`config.mk`:
```
export PLATFORM = sky130hd
export DESIGN_NAME = srdh_ctrl
export DESIGN_NICKNAME = d
export VERILOG_FILES = /design/src/sv/srdh_pkg.sv /design/src/sv/srdh_ctrl.sv
export SDC_FILE = /design/constraint.sdc
export NUM_CORES = 1
export LEC_CHECK = 0
export BUFFER_PORTS_ARGS = -buffer_cell sky130_fd_sc_hd__buf_4
export CAP_MARGIN = 5
export CELL_PAD_IN_SITES_DETAIL_PLACEMENT = 1
export CELL_PAD_IN_SITES_GLOBAL_PLACEMENT = 2
export CORE_MARGIN = 3
export CORE_UTILIZATION = 21
export CTS_CLUSTER_DIAMETER = 80
export CTS_CLUSTER_SIZE = 24
export DETAILED_ROUTE_END_ITERATION = 6
export GPL_TIMING_DRIVEN = 0
export PLACE_DENSITY_LB_ADDON = 0.1
export SLEW_MARGIN = 20
export SYNTH_ARGS = -nofsm -noshare
export SYNTH_HDL_FRONTEND = slang
export SYNTH_SLANG_ARGS = --single-unit
```
`constraint.sdc`:
```
create_clock -name clk_i -period 1.8 [get_ports clk_i]
set_input_delay 0 -clock clk_i [delete_from_list [all_inputs] [get_ports clk_i]]
set_output_delay 0 -clock clk_i [all_outputs]
set_load 0.05 [all_outputs]
```
`src/sv/srdh_pkg.sv`:
```
// Package of shared types and constants for the sprite record dedup set.
`timescale 1ns / 1ps
package srdh_pkg;

  localparam logic [31:0] FnvBasis = 32'd2166136261;
  localparam logic [31:0] FnvPrime = 32'd16777619;

  localparam logic [2:0] OutFrame = 3'd0;
  localparam logic [2:0] OutNew   = 3'd1;
  localparam logic [2:0] OutSlot  = 3'd2;
  localparam logic [2:0] OutFound = 3'd3;
  localparam logic [2:0] OutLost  = 3'd4;

  typedef enum logic [3:0] {
    StIdle, StClear, StFiltRd, StFiltChk, StHash, StProbeRd, StProbeTag,
    StRecRd, StRecChk, StStore, StDone
  } state_e;

  // Commands from the controller to the datapath.
  typedef struct packed {
    logic load;
    logic frame;
    logic clr_step;
    logic filt_rd;
    logic filt_wr;
    logic hash_step;
    logic probe_init;
    logic probe_rd;
    logic probe_next;
    logic rec_rd;
    logic store;
    logic set_lost;
    logic set_out;
    logic [2:0] out_code;
    logic out_rec;
  } cmd_t;

  // Status from the datapath to the controller.
  typedef struct packed {
    logic is_frame;
    logic wrap;
    logic clr_last;
    logic filt_hit;
    logic hash_last;
    logic tag_live;
    logic full;
    logic probe_last;
    logic rec_hit;
  } status_t;

endpackage

```
`src/sv/srdh_ctrl.sv`:
```
// Controller state machine sequencing filter, hash, probe and store.
`timescale 1ns / 1ps
module srdh_ctrl import srdh_pkg::*; (
  input  logic    clk_i,
  input  logic    rst_ni,
  input  logic    in_valid_i,
  output logic    in_ready_o,
  output logic    out_valid_o,
  input  logic    out_ready_i,
  input  status_t status_i,
  output cmd_t    cmd_o
);

  state_e state_q, state_d;
  logic   ov_q, ov_d;
  logic   boot_q, boot_d;

  // Next state. After reset the tag memories are cleared once before any request.
  always_comb begin
    state_d = state_q;
    ov_d = ov_q;
    boot_d = boot_q;
    if (out_valid_o && out_ready_i) ov_d = 1'b0;
    case (state_q)
      StIdle: if (in_valid_i && !ov_q) state_d = StFiltRd;
      StFiltRd: begin
        if (status_i.is_frame) begin
          state_d = status_i.wrap ? StClear : StIdle;
          if (!status_i.wrap) ov_d = 1'b1;
        end else state_d = StFiltChk;
      end
      StClear: if (status_i.clr_last) begin
        state_d = StIdle;
        ov_d = !boot_q;
        boot_d = 1'b0;
      end
      StFiltChk: if (status_i.filt_hit) begin
        state_d = StIdle;
        ov_d = 1'b1;
      end else state_d = StHash;
      StHash: if (status_i.hash_last) state_d = StDone;
      StDone: state_d = StProbeRd;
      StProbeRd: state_d = StProbeTag;
      StProbeTag: begin
        if (!status_i.tag_live) begin
          state_d = StIdle;
          ov_d = 1'b1;
        end else state_d = StRecRd;
      end
      StRecRd: state_d = StRecChk;
      StRecChk: begin
        if (status_i.rec_hit || status_i.probe_last) begin
          state_d = StIdle;
          ov_d = 1'b1;
        end else state_d = StProbeRd;
      end
      default: state_d = StIdle;
    endcase
  end

  // Command outputs.
  always_comb begin
    cmd_o = '0;
    case (state_q)
      StIdle: cmd_o.load = in_valid_i && !ov_q;
      StFiltRd: begin
        if (status_i.is_frame) begin
          cmd_o.frame = 1'b1;
          cmd_o.set_out = !status_i.wrap;
          cmd_o.out_code = OutFrame;
        end else cmd_o.filt_rd = 1'b1;
      end
      StClear: begin
        cmd_o.clr_step = 1'b1;
        cmd_o.set_out = status_i.clr_last && !boot_q;
        cmd_o.out_code = OutFrame;
      end
      StFiltChk: begin
        if (status_i.filt_hit) begin
          cmd_o.set_out = 1'b1;
          cmd_o.out_code = OutSlot;
        end else cmd_o.filt_wr = 1'b1;
      end
      StHash: cmd_o.hash_step = 1'b1;
      StDone: cmd_o.probe_init = 1'b1;
      StProbeRd: cmd_o.probe_rd = 1'b1;
      StProbeTag: begin
        if (!status_i.tag_live) begin
          cmd_o.set_out = 1'b1;
          if (status_i.full) begin
            cmd_o.set_lost = 1'b1;
            cmd_o.out_code = OutLost;
          end else begin
            cmd_o.store = 1'b1;
            cmd_o.out_code = OutNew;
          end
        end else cmd_o.rec_rd = 1'b1;
      end
      StRecRd: ;
      StRecChk: begin
        if (status_i.rec_hit) begin
          cmd_o.set_out = 1'b1;
          cmd_o.out_code = OutFound;
          cmd_o.out_rec = 1'b1;
        end else if (status_i.probe_last) begin
          cmd_o.set_out = 1'b1;
          cmd_o.set_lost = 1'b1;
          cmd_o.out_code = OutLost;
        end else cmd_o.probe_next = 1'b1;
      end
      default: ;
    endcase
  end

  always_ff @(posedge clk_i or negedge rst_ni) begin
    if (!rst_ni) begin
      state_q <= StClear;
      ov_q <= 1'b0;
      boot_q <= 1'b1;
    end else begin
      state_q <= state_d;
      ov_q <= ov_d;
      boot_q <= boot_d;
    end
  end

  assign in_ready_o  = (state_q == StIdle) && !ov_q;
  assign out_valid_o = ov_q;

endmodule

```
==> impl_results.md, run 1 <==
- Outcome: complete, but fails checks
- Failing checks: setup timing
- Sw Share: 0.520
- Fin util: 0.455
- Final Skew: 0.218 ps
- Crit-path max FO: 6
- Port buffer count: 31
- Synth Instances: 67
- Synth Area in Compound Gates: 0.134
- Total congestion overflow: 0
- DP Wirelength: 1.52 mm
- DIE HEIGHT: 56.0 um
- Critical Path End Type: output port
- DIE AREA: 3130 um^2
- Multi-input gate area: 440 um^2
- Psw: 0.841 mW
- Total GRT Usage: 0.136
- Synth Net Count: 80
- Period utilization: 1.00
- Max Slew Vio Count: 0
- Final ANT Viol Nets: 0
- Combinational Power Share: 0.776
- N_diodes: 0
- PD cells: 1550 nW/um^2
- Final setup vio count: 1
- First-pass detailed-route iteration total: 4
- Combinational family with the most area after synthesis: simple AND/OR/NAND/NOR gates
- Post-synth top area share: 0.191
- Relative slew slack: 0.812
- Clock power frac: 0.077
- Cell Int Power: 0.777 mW
- Reg-to-reg setup timing slack: 50 ps
- Min Tclk post-route: 1800 ps
- Total Power: 1.62 mW
- Setup slack after layout: -0.482 ps
- Worst-path clk slew: 40 ps
- Top Ports: 32
- Layout Nets: 126
- Post-synthesis xor/xnor area fraction: 0
- Worst flop-to-flop path endpoint: state_q[2]
- Reg2reg start: state_q[3]
- Synth area leader: dfrtp_1
- CTS tree: built
- Sequential share of the synthesized area: 0.291
- Worst skew pair latency: 240 ps
- Buf+Inv Stages, Crit Path: 2
- CP max stage delay: 570 ps
- Post-Synth Simple-Gate Area: 0.499
- Post-synth top flop: dfrtp_1
- CP required: 1800 ps
- Total CTS buffers: 3
- Die width: 56.0 um
- H-tree Lvls: 1
- DRC Markers: 0
- Startpoint types: flop
- Adder-Cell Fraction of Synth Area: 0
- DR vias/cell: 4.89
- Ratio of cells with drive above 1 in the final layout: 0.640
- Synth unique cells: 31
- Crit-path cells: buf_6 > or4b_4 > nor2_2 > nand2_2 > o21ai_2 > buf_6
- Wire per inst: 15.6 um
- Post-synthesis mux area share: 0
- Hold Vio Cnt, Final: 0
- Max Cap Viol: 0
- Slowest-stage cell, CP: or4b_4
- Synth Register Bits: 6
- CP arrival: 1800 ps
- Crit path max-delay family: simple AND/OR/NAND/NOR gates
- Initial antenna violation count: 0
- CTS root buf: clkbuf_4
- EDFF count, synth: 0
- Crit-path most repeated cell: buf_6
- Syn Area/Cell: 7.82 um^2
- Vias in the first global route: 701
- Final hold slack: 99.7 ps
- Global-route wire length before repair: 3.35 mm
- Worst Reg-to-Reg Cells: 4
- Setup CP Type: flop to output port
- P_leak: 0.506 nW
- Synth warn: 0
- Initial drt markers: 2
- WL final: 2.16 mm
- Reg power frac: 0.148
- Layout area overhead: 99.5%
- FF/Latch Area: 154 um^2
- Number of core rows: 17
- Hold Path Class: primary input to asynchronous set/reset pin
- Post-synth top cells: 8 x nor2_1, 5 x inv_1, 5 x nand2_1, 5 x o21ai_0, 4 x dfrtp_1
- CTS max path bufs: 2
- Vias: 680
- Clock sinks: 6
- FMAX: 0.555 GHz
- Filler Cells Inserted: 291
- Post-Syn Area: 524 um^2
- GP Congestion: 0.703
- Core area: 2300 um^2
- Largest net degree at the start of global routing: 11
- VDD IR max: 0.837 mV
- Most numerous cell in the Yosys netlist: nor2_1
- Async SR Flop Fraction: 1.00
- RSZ-0062 raised after global routing: yes
- Worst Tran Pin Value: 280 ps
- Starting Density: 0.228
- Synth top area cells: dfrtp_1 19%, dfstp_2 10%, nor2_1 5.7%
- Setup TNS: -0.482 ps
placed cells by master (no fill, tap or decap), types with 2 or more instances in the layout:
master,n
and2_1,2
nand2_1,2
inv_1,4
nor2_1,6
or4_1,2
nand2_2,3
a21oi_1,2
clkbuf_4,4
dfstp_2,2
nor3b_2,2
dfrtp_1,3
o21ai_2,3
buf_4,34
o21ai_0,2
nor3_1,2
nor2_2,2
nor4_1,2
nor2b_1,2
buf_6,6
nand2b_1,2
registers in the layout, indices dropped and copies added (netlist names):
signal,cells
boot_q,1
out_valid_o,1
state_q,4
power by group through the flow:
stage | Combinational (mW) | Clock, mW | Sequential [mW]
after floorplan | 0.693 | 0 | 0.257
after global placement | 0.982 | 0 | 0.231
final | 1.25 | 0.124 | 0.239
after global routing | 1.34 | 0.132 | 0.243
after detailed placement | 0.998 | 0 | 0.234
after CTS | 1.10 | 0.125 | 0.234
metal layers:
layer  global-route usage  share of wire  vias up
met5                    0              0        -
met2                0.225           0.52       27
li1                     -              -      327
met3               0.0325          0.055        4
met4               0.0576          0.018        0
met1                0.168           0.41      322
worst reg2reg max path, delay by kind of cell (launching register included):
| kind | cells | cell delay (ps) |
|---|---|---|
| flops | 1 | 470 |
| simple gates | 4 | 1150 |
worst max path at each step:
stage | from | slack, ps | to | depth (start not counted)
after floorplan | state_q[1] | -240 | cmd_o[1] | 4
after global placement | state_q[3] | 50 | state_q[2] | 4
after detailed placement | state_q[3] | 50 | state_q[2] | 4
after CTS | state_q[2] | -6 | cmd_o[3] | 6
after global routing | state_q[2] | -80 | cmd_o[3] | 6
final | state_q[2] | -0.5 | cmd_o[3] | 6
layout make-up:
class                   count  share of cell area
plain buffers               3              0.0287
multi-input cells          53               0.421
inverters                   5              0.0179
repair buffers             41               0.330
well taps                  28              0.0335
clock buffers               3              0.0215
flip-flops and latches      6               0.147
per-stage QoR:
step / cell area [um^2] / instances / worst slack [ps]
finish: 1050 / 139 / -0.482
global route: 1050 / 139 / -83.0
CTS: 938 / 135 / -6.09
detailed placement: 823 / 126 / 45.3
global placement: 823 / 126 / 49.5
floorplan: 556 / 67 / -243
repair_timing:
item	in CTS	in global routing
buffers inserted	5	4
endpoints found under the setup margin	4	6
gates resized for setup	12	19
pin swaps	4	4
endpoints found under the hold margin	6	0
hold buffers	1	0
kinds of logic after synthesis:
logic type / after synthesis
compound gates: 11
simple gates: 42
buf+inv: 8
flops: 6
No activity file was read; power rests on OpenSTA's default activity.
==> run 2, diff against run 1 <==
--- a/config.mk
+++ b/config.mk
@@ -10,7 +10,7 @@
 export CELL_PAD_IN_SITES_DETAIL_PLACEMENT = 1
 export CELL_PAD_IN_SITES_GLOBAL_PLACEMENT = 2
 export CORE_MARGIN = 3
-export CORE_UTILIZATION = 21
+export CORE_UTILIZATION = 19
 export CTS_CLUSTER_DIAMETER = 80
 export CTS_CLUSTER_SIZE = 24
 export DETAILED_ROUTE_END_ITERATION = 6
==> constraint.sdc (replaced) <==
create_clock -name clk_i -period 1.47 [get_ports clk_i]
set_input_delay 0 -clock clk_i [delete_from_list [all_inputs] [get_ports clk_i]]
set_output_delay 0 -clock clk_i [all_outputs]
set_load 0.05 [all_outputs]
==> run 2 against run 1 <==
  * Clock power rose by 31%
  * Critical endpoint is now cmd_o[4]
  * The flow still finishes with violations (setup timing)
  * Critical path type unchanged
  * First-iteration DRC count rose to 5.5 times the previous value
  * Critical path depth did not move
  * Via count rose by 5.6%
  * Wire length rose by 3.5%
  * Largest cell class unchanged
==> impl_results.md, run 2 (same netlist as run 1, synthesis figures left out) <==
- Port buffer count: 31 (unchanged)
- Crit-path cells: buf_4 > nor4b_4 > nand2_1 > o221ai_2 > or2_4 > buf_8
- Final ANT Viol Nets: 0 (unchanged)
- Worst Tran Pin Value: 328 ps (+48.2 ps)
- PD cells: 1860 nW/um^2 (+20%)
- Clock sinks: 6 (unchanged)
- Die width: 58.5 um (+4.6%)
- Initial antenna violation count: 0 (unchanged)
- FMAX: 0.562 GHz
- Min Tclk post-route: 1780 ps
- DIE AREA: 3430 um^2 (+9.4%)
- CTS root buf: clkbuf_4
- Most frequent cells in the layout: 29 x buf_4, 16 x buf_6, 5 x buf_8
- Starting Density: 0.206 (-0.0222)
- Multi-input gate area: 559 um^2 (+27%)
- Worst-path clk slew: 50 ps (about the same)
- Buf+Inv Stages, Crit Path: 2 (unchanged)
- P_leak: 0.587 nW (+16%)
- Wire per inst: 14.8 um (-4.8%)
- Largest net degree at the start of global routing: 11 (unchanged)
- Crit-path max FO: 6 (unchanged)
- Ratio of cells with drive above 1 in the final layout: 0.802 (+0.162)
- Final hold slack: 96.9 ps (-2.82 ps)
- Hold Path Class: primary input to asynchronous set/reset pin
- Vias in the first global route: 778 (+11%)
- Setup slack after layout: -310 ps (-309 ps)
- RSZ-0062 raised after global routing: yes
- Vias: 718 (+5.6%)
- DRC Markers: 0 (unchanged)
- Worst skew pair latency: 240 ps (about the same)
- VDD IR max: 1.15 mV (+37%)
- GP Congestion: 0.688 (-2.2%)
- CTS max path bufs: 2 (unchanged)
- CP max stage delay: 450 ps (-120 ps)
- Total Power: 2.46 mW (+52%)
- Setup CP Type: flop to output port
- Crit path max-delay family: simple AND/OR/NAND/NOR gates
- Max Slew Vio Count: 0 (unchanged)
- Outcome: complete, but fails checks
- Slowest-stage cell, CP: dfrtp_2
- Final setup vio count: 20 (+19)
- Startpoint types: flop
- Critical Path End Type: output port
- Relative slew slack: 0.781 (-0.0312)
- First-pass detailed-route iteration total: 2 (-2)
- Final Skew: 5.16 ps (+4.94 ps)
- Filler Cells Inserted: 296 (+1.7%)
- Most common cell after layout, fill and taps aside: buf_4
- CP arrival: 1780 ps (-20 ps)
- DR vias/cell: 4.75 (-2.8%)
- Largest register FFs: 4 (unchanged)
- Number of core rows: 18 (+1)
- Initial drt markers: 11 (+9)
- H-tree Lvls: 1 (unchanged)
- Total GRT Usage: 0.137 (+0.000620)
- Total congestion overflow: 0 (unchanged)
- CP required: 1470 ps (-330 ps)
- Total CTS buffers: 3 (unchanged)
- Global-route wire length before repair: 3.62 mm (+8.0%)
- Most flop-heavy register: state_q
- N_diodes: 0 (unchanged)
- FF/Latch Area: 154 um^2 (unchanged)
- Layout Nets: 135 (+7.1%)
- Hold Vio Cnt, Final: 0 (unchanged)
- Core area: 2540 um^2 (+11%)
- Failing checks: setup timing
- DP Wirelength: 1.51 mm (-0.44%)
- CTS tree: built
- Max Cap Viol: 0 (unchanged)
- Top Ports: 32 (unchanged)
- Layout area overhead: 152%
- DIE HEIGHT: 58.5 um (+4.6%)
- WL final: 2.24 mm (+3.5%)
- Period utilization: 1.21
-- run 2: changes by cell type in the layout (fill, tap and decap cells not counted), sizes merged --
cell,previous run,this run
clkinvlp,0,1
inv,5,4
buf,42,52
-- run 2: per-stage QoR --
| stage | setup WS (ps) | TNS [ps] | area, um^2 | std cells | util |
|---|---|---|---|---|---|
| 4_1_cts | -312 | -2880 | 1190 | 142 | 0.467 |
| 6_report | -310 | -3200 | 1320 | 151 | 0.520 |
| 3_3_place_gp | -294 | -2430 | 895 | 128 | 0.352 |
| 2_1_floorplan | -393 | -2820 | 624 | 67 | - |
| 3_5_place_dp | -284 | -2450 | 895 | 128 | 0.352 |
| 5_1_grt | -394 | -4330 | 1320 | 151 | 0.520 |
-- run 2: worst paths after layout --
path	start	to	slack (ps)	cells past startpoint
min in group clk_i	out_ready_i	out_valid_o	120	4
worst min register to register	boot_q	boot_q	530	1
worst max register to register	state_q[0]	state_q[2]	-270	4
max in group asynchronous	rst_ni	state_q[0]	1170	2
worst min-delay path	rst_ni	state_q[2]	100	2
worst max-delay path	state_q[3]	cmd_o[4]	-310	6
-- run 2: repair_timing --
action | in CTS | in global routing
setup buffers | 9 | 10
gates resized for setup | 44 | 13
pin swaps | 8 | 7
endpoints found under the hold margin | 6 | 0
hold buffers | 1 | 0
setup endpoints to repair | 18 | 19
gates cloned | 0 | 0
-- run 2: routing by layer --
metal	global-route usage	routed length [um]	vias up
li1	-	-	352
met1	0.171	909	348
met2	0.242	1240	16
met3	0.0197	77	2
met4	0.0397	7	0
met5	0	0	-
-- run 2: final cells by class --
type                    instances  share of cell area
plain buffers                   3              0.0255
clock buffers                   4              0.0199
inverters                       5              0.0170
multi-input cells              53               0.423
flip-flops and latches          6               0.116
well taps                      30              0.0284
repair buffers                 50               0.370
-- run 2: where the power goes --
group | internal, mW | leakage [nW] | switching, mW | total [mW]
Combinational | 0.912 | 0.501 | 1.08 | 1.99
Clock | 0.103 | 0.0150 | 0.0593 | 0.162
Sequential | 0.230 | 0.0712 | 0.0698 | 0.300
==> run 3, diff against run 2 <==
--- a/config.mk
+++ b/config.mk
@@ -7,10 +7,11 @@
 export LEC_CHECK = 0
 export BUFFER_PORTS_ARGS = -buffer_cell sky130_fd_sc_hd__buf_4
 export CAP_MARGIN = 5
-export CELL_PAD_IN_SITES_DETAIL_PLACEMENT = 1
-export CELL_PAD_IN_SITES_GLOBAL_PLACEMENT = 2
+export CELL_PAD_IN_SITES_DETAIL_PLACEMENT = 0
+export CELL_PAD_IN_SITES_GLOBAL_PLACEMENT = 1
+export CORE_ASPECT_RATIO = 0.8
 export CORE_MARGIN = 3
-export CORE_UTILIZATION = 19
+export CORE_UTILIZATION = 25
 export CTS_CLUSTER_DIAMETER = 80
 export CTS_CLUSTER_SIZE = 24
 export DETAILED_ROUTE_END_ITERATION = 6
==> run 3 against run 2 <==
  * The flow still finishes with violations (setup timing)
  * First-iteration DRC count rose by 18%
  * Combinational power barely moved
  * Via count fell by 3.2%
  * Cell area fell by 3.5%
  * Clock-buffer cell count fell by 1
  * Non-clock buffer count fell by 3
  * Clock skew rose by 3.3 ps
  * Wire length fell by 8.1%
  * Critical endpoint unchanged
==> impl_results.md, run 3 (same netlist as run 1, synthesis figures left out) <==
- Outcome: complete, but fails checks
- Failing checks: setup timing
- FMAX: 0.565 GHz (+0.62%)
- P_leak: 0.567 nW (-3.5%)
- Vias in the first global route: 664 (-15%)
- DR vias/cell: 4.93 (+3.7%)
- VDD IR max: 1.39 mV (+21%)
- Largest register FFs: 4 (unchanged)
- Initial drt markers: 13 (+2)
- Reg2reg start: state_q[0]
- Final Skew: 8.41 ps (+3.25 ps)
- PD cells: 1930 nW/um^2 (+3.8%)
- Port buffer count: 31 (unchanged)
- WHS Path Cells: 3
- Largest net degree at the start of global routing: 11 (unchanged)
- Psw: 1.18 mW (-2.1%)
- Core area: 1930 um^2 (-24%)
- Number of core rows: 14 (-4)
- Vias: 695 (-3.2%)
- Worst Tran Pin Value: 444 ps (+116 ps)
- Most common cell after layout, fill and taps aside: buf_4
- Hold Path End: boot_q
- Max Slew Vio Count: 0 (unchanged)
- Setup CP Type: flop to output port
- Sw Share: 0.482 (-0.0109)
- Total GRT Usage: 0.152 (+0.0149)
- CP required: 1470 ps (about the same)
- DIE HEIGHT: 47.0 um (-20%)
- CTS max path bufs: 2 (unchanged)
- Final setup vio count: 17 (-15%)
- Critical Path End Type: output port
- Initial antenna violation count: 0 (unchanged)
- Cell Area, Placed: 887 um^2 (-0.84%)
- CTS root buf: clkbuf_4
- CP arrival: 1770 ps (about the same)
- H-tree Lvls: 1 (unchanged)
- Combinational Power Share: 0.812 (about the same)
- N_diodes: 0 (unchanged)
- Final ANT Viol Nets: 0 (unchanged)
- Top Ports: 32 (unchanged)
- DRC Markers: 0 (unchanged)
- Worst flop-to-flop path endpoint: state_q[2]
- DIE AREA: 2690 um^2 (-22%)
- GP Congestion: 0.788 (+15%)
- Layout area overhead: 143%
- Clock power frac: 0.063 (-0.003)
- Reg-to-reg setup timing slack: -260 ps (about the same)
- Starting Density: 0.272 (+0.0661)
- Most flop-heavy register: state_q
- Hold Crit Start: status_i[6]
- Hold Path Class: primary input to flop
- Min Tclk post-route: 1770 ps (-11.0 ps)
- Worst skew pair latency: 250 ps (about the same)
- DP Wirelength: 1.35 mm (-11%)
- CTS tree: built
- Reg power frac: 0.125 (+0.003)
- WL final: 2.06 mm (-8.1%)
- Wire per inst: 14.6 um (-1.6%)
- Setup slack after layout: -299 ps (+11.0 ps)
- Startpoint types: flop
- Worst Reg-to-Reg Cells: 4 (unchanged)
- Clock sinks: 6 (unchanged)
- Worst-path clk slew: 50 ps (about the same)
- Total CTS buffers: 3 (unchanged)
- Setup TNS: -2850 ps (+352 ps)
- Max Cap Viol: 0 (unchanged)
- Final hold slack: 37.6 ps (-59.3 ps)
- Hold Vio Cnt, Final: 0 (unchanged)
- Die width: 57.2 um (-2.3%)
- Ratio of cells with drive above 1 in the final layout: 0.803 (+0.00177)
- Post-Place Setup Slack: -293 ps (-8.75 ps)
- Post-route cell area: 1280 um^2 (-3.5%)
- First-pass detailed-route iteration total: 4 (+2)
- Layout Nets: 132 (-2.2%)
- Total congestion overflow: 0 (unchanged)
- RSZ-0062 raised after global routing: yes
- Cell Int Power: 1.27 mW (+2.3%)
- Most frequent cells in the layout: 25 x buf_4, 15 x buf_6, 6 x buf_8
- Relative slew slack: 0.701 (-0.0792)
- Period utilization: 1.20 (-0.00748)
- Global-route wire length before repair: 2.95 mm (-18%)
- Crit-path max FO: 4 (-2)
run 3: cell types whose count changed in the layout (fill, tap and decap cells not counted), sizes merged:
cell / change
clkbuf: -1
buf: -3
run 3: layout make-up:
cell class	instances	area [um^2]
sequential	6	155
inverter	5	22.5
timing repair buffer	48	494
multi-input combinational	53	529
buffer	2	22.5
fill	157	651
clock buffer	3	22.5
tap	24	30.0
run 3: through the flow:
step	power (mW)	util	cells
2_1_floorplan	1.27	-	67
3_3_place_gp	1.58	0.460	122
3_5_place_dp	1.59	0.460	122
4_1_cts	2.18	0.603	134
5_1_grt	2.58	0.662	141
6_report	2.46	0.662	141
run 3: power groups by stage:
| stage | clock network (mW) | logic, mW | registers (mW) |
|---|---|---|---|
| floorplan | 0 | 0.939 | 0.327 |
| global placement | 0 | 1.29 | 0.295 |
| detailed placement | 0 | 1.30 | 0.295 |
| CTS | 0.162 | 1.72 | 0.296 |
| global route | 0.170 | 2.09 | 0.315 |
| finish | 0.156 | 2.00 | 0.306 |
run 3: metal layers:
| metal | up-vias | global-route usage | wire length, um |
|---|---|---|---|
| li1 | 342 | - | - |
| met1 | 318 | 0.205 | 914 |
| met2 | 29 | 0.216 | 966 |
| met3 | 6 | 0.0577 | 138 |
| met4 | 0 | 0.0694 | 37 |
| met5 | - | 0 | 0 |
run 3: what timing repair did:
| action | CTS | global route |
|---|---|---|
| setup endpoints to repair | 17 | 20 |
| resized for setup | 37 | 19 |
| hold endpoints to repair | 6 | 0 |
| pin swaps | 9 | 10 |
| setup buffers | 8 | 9 |
| hold buffers | 1 | 0 |
run 3: worst max-delay path: stages (launching register included):
cell and delay, ps:
dfrtp_2 430, or4b_4 620, o32ai_4 160, or2_4 180, buf_8 130
run 3: worst max-delay path by stage:
stage	start	to	slack, ps
after floorplan	state_q[2]	state_q[0]	-390
after global placement	state_q[3]	state_q[2]	-290
after detailed placement	state_q[3]	state_q[2]	-290
after CTS	state_q[2]	cmd_o[3]	-330
after global routing	state_q[0]	cmd_o[4]	-340
final	state_q[2]	cmd_o[4]	-300
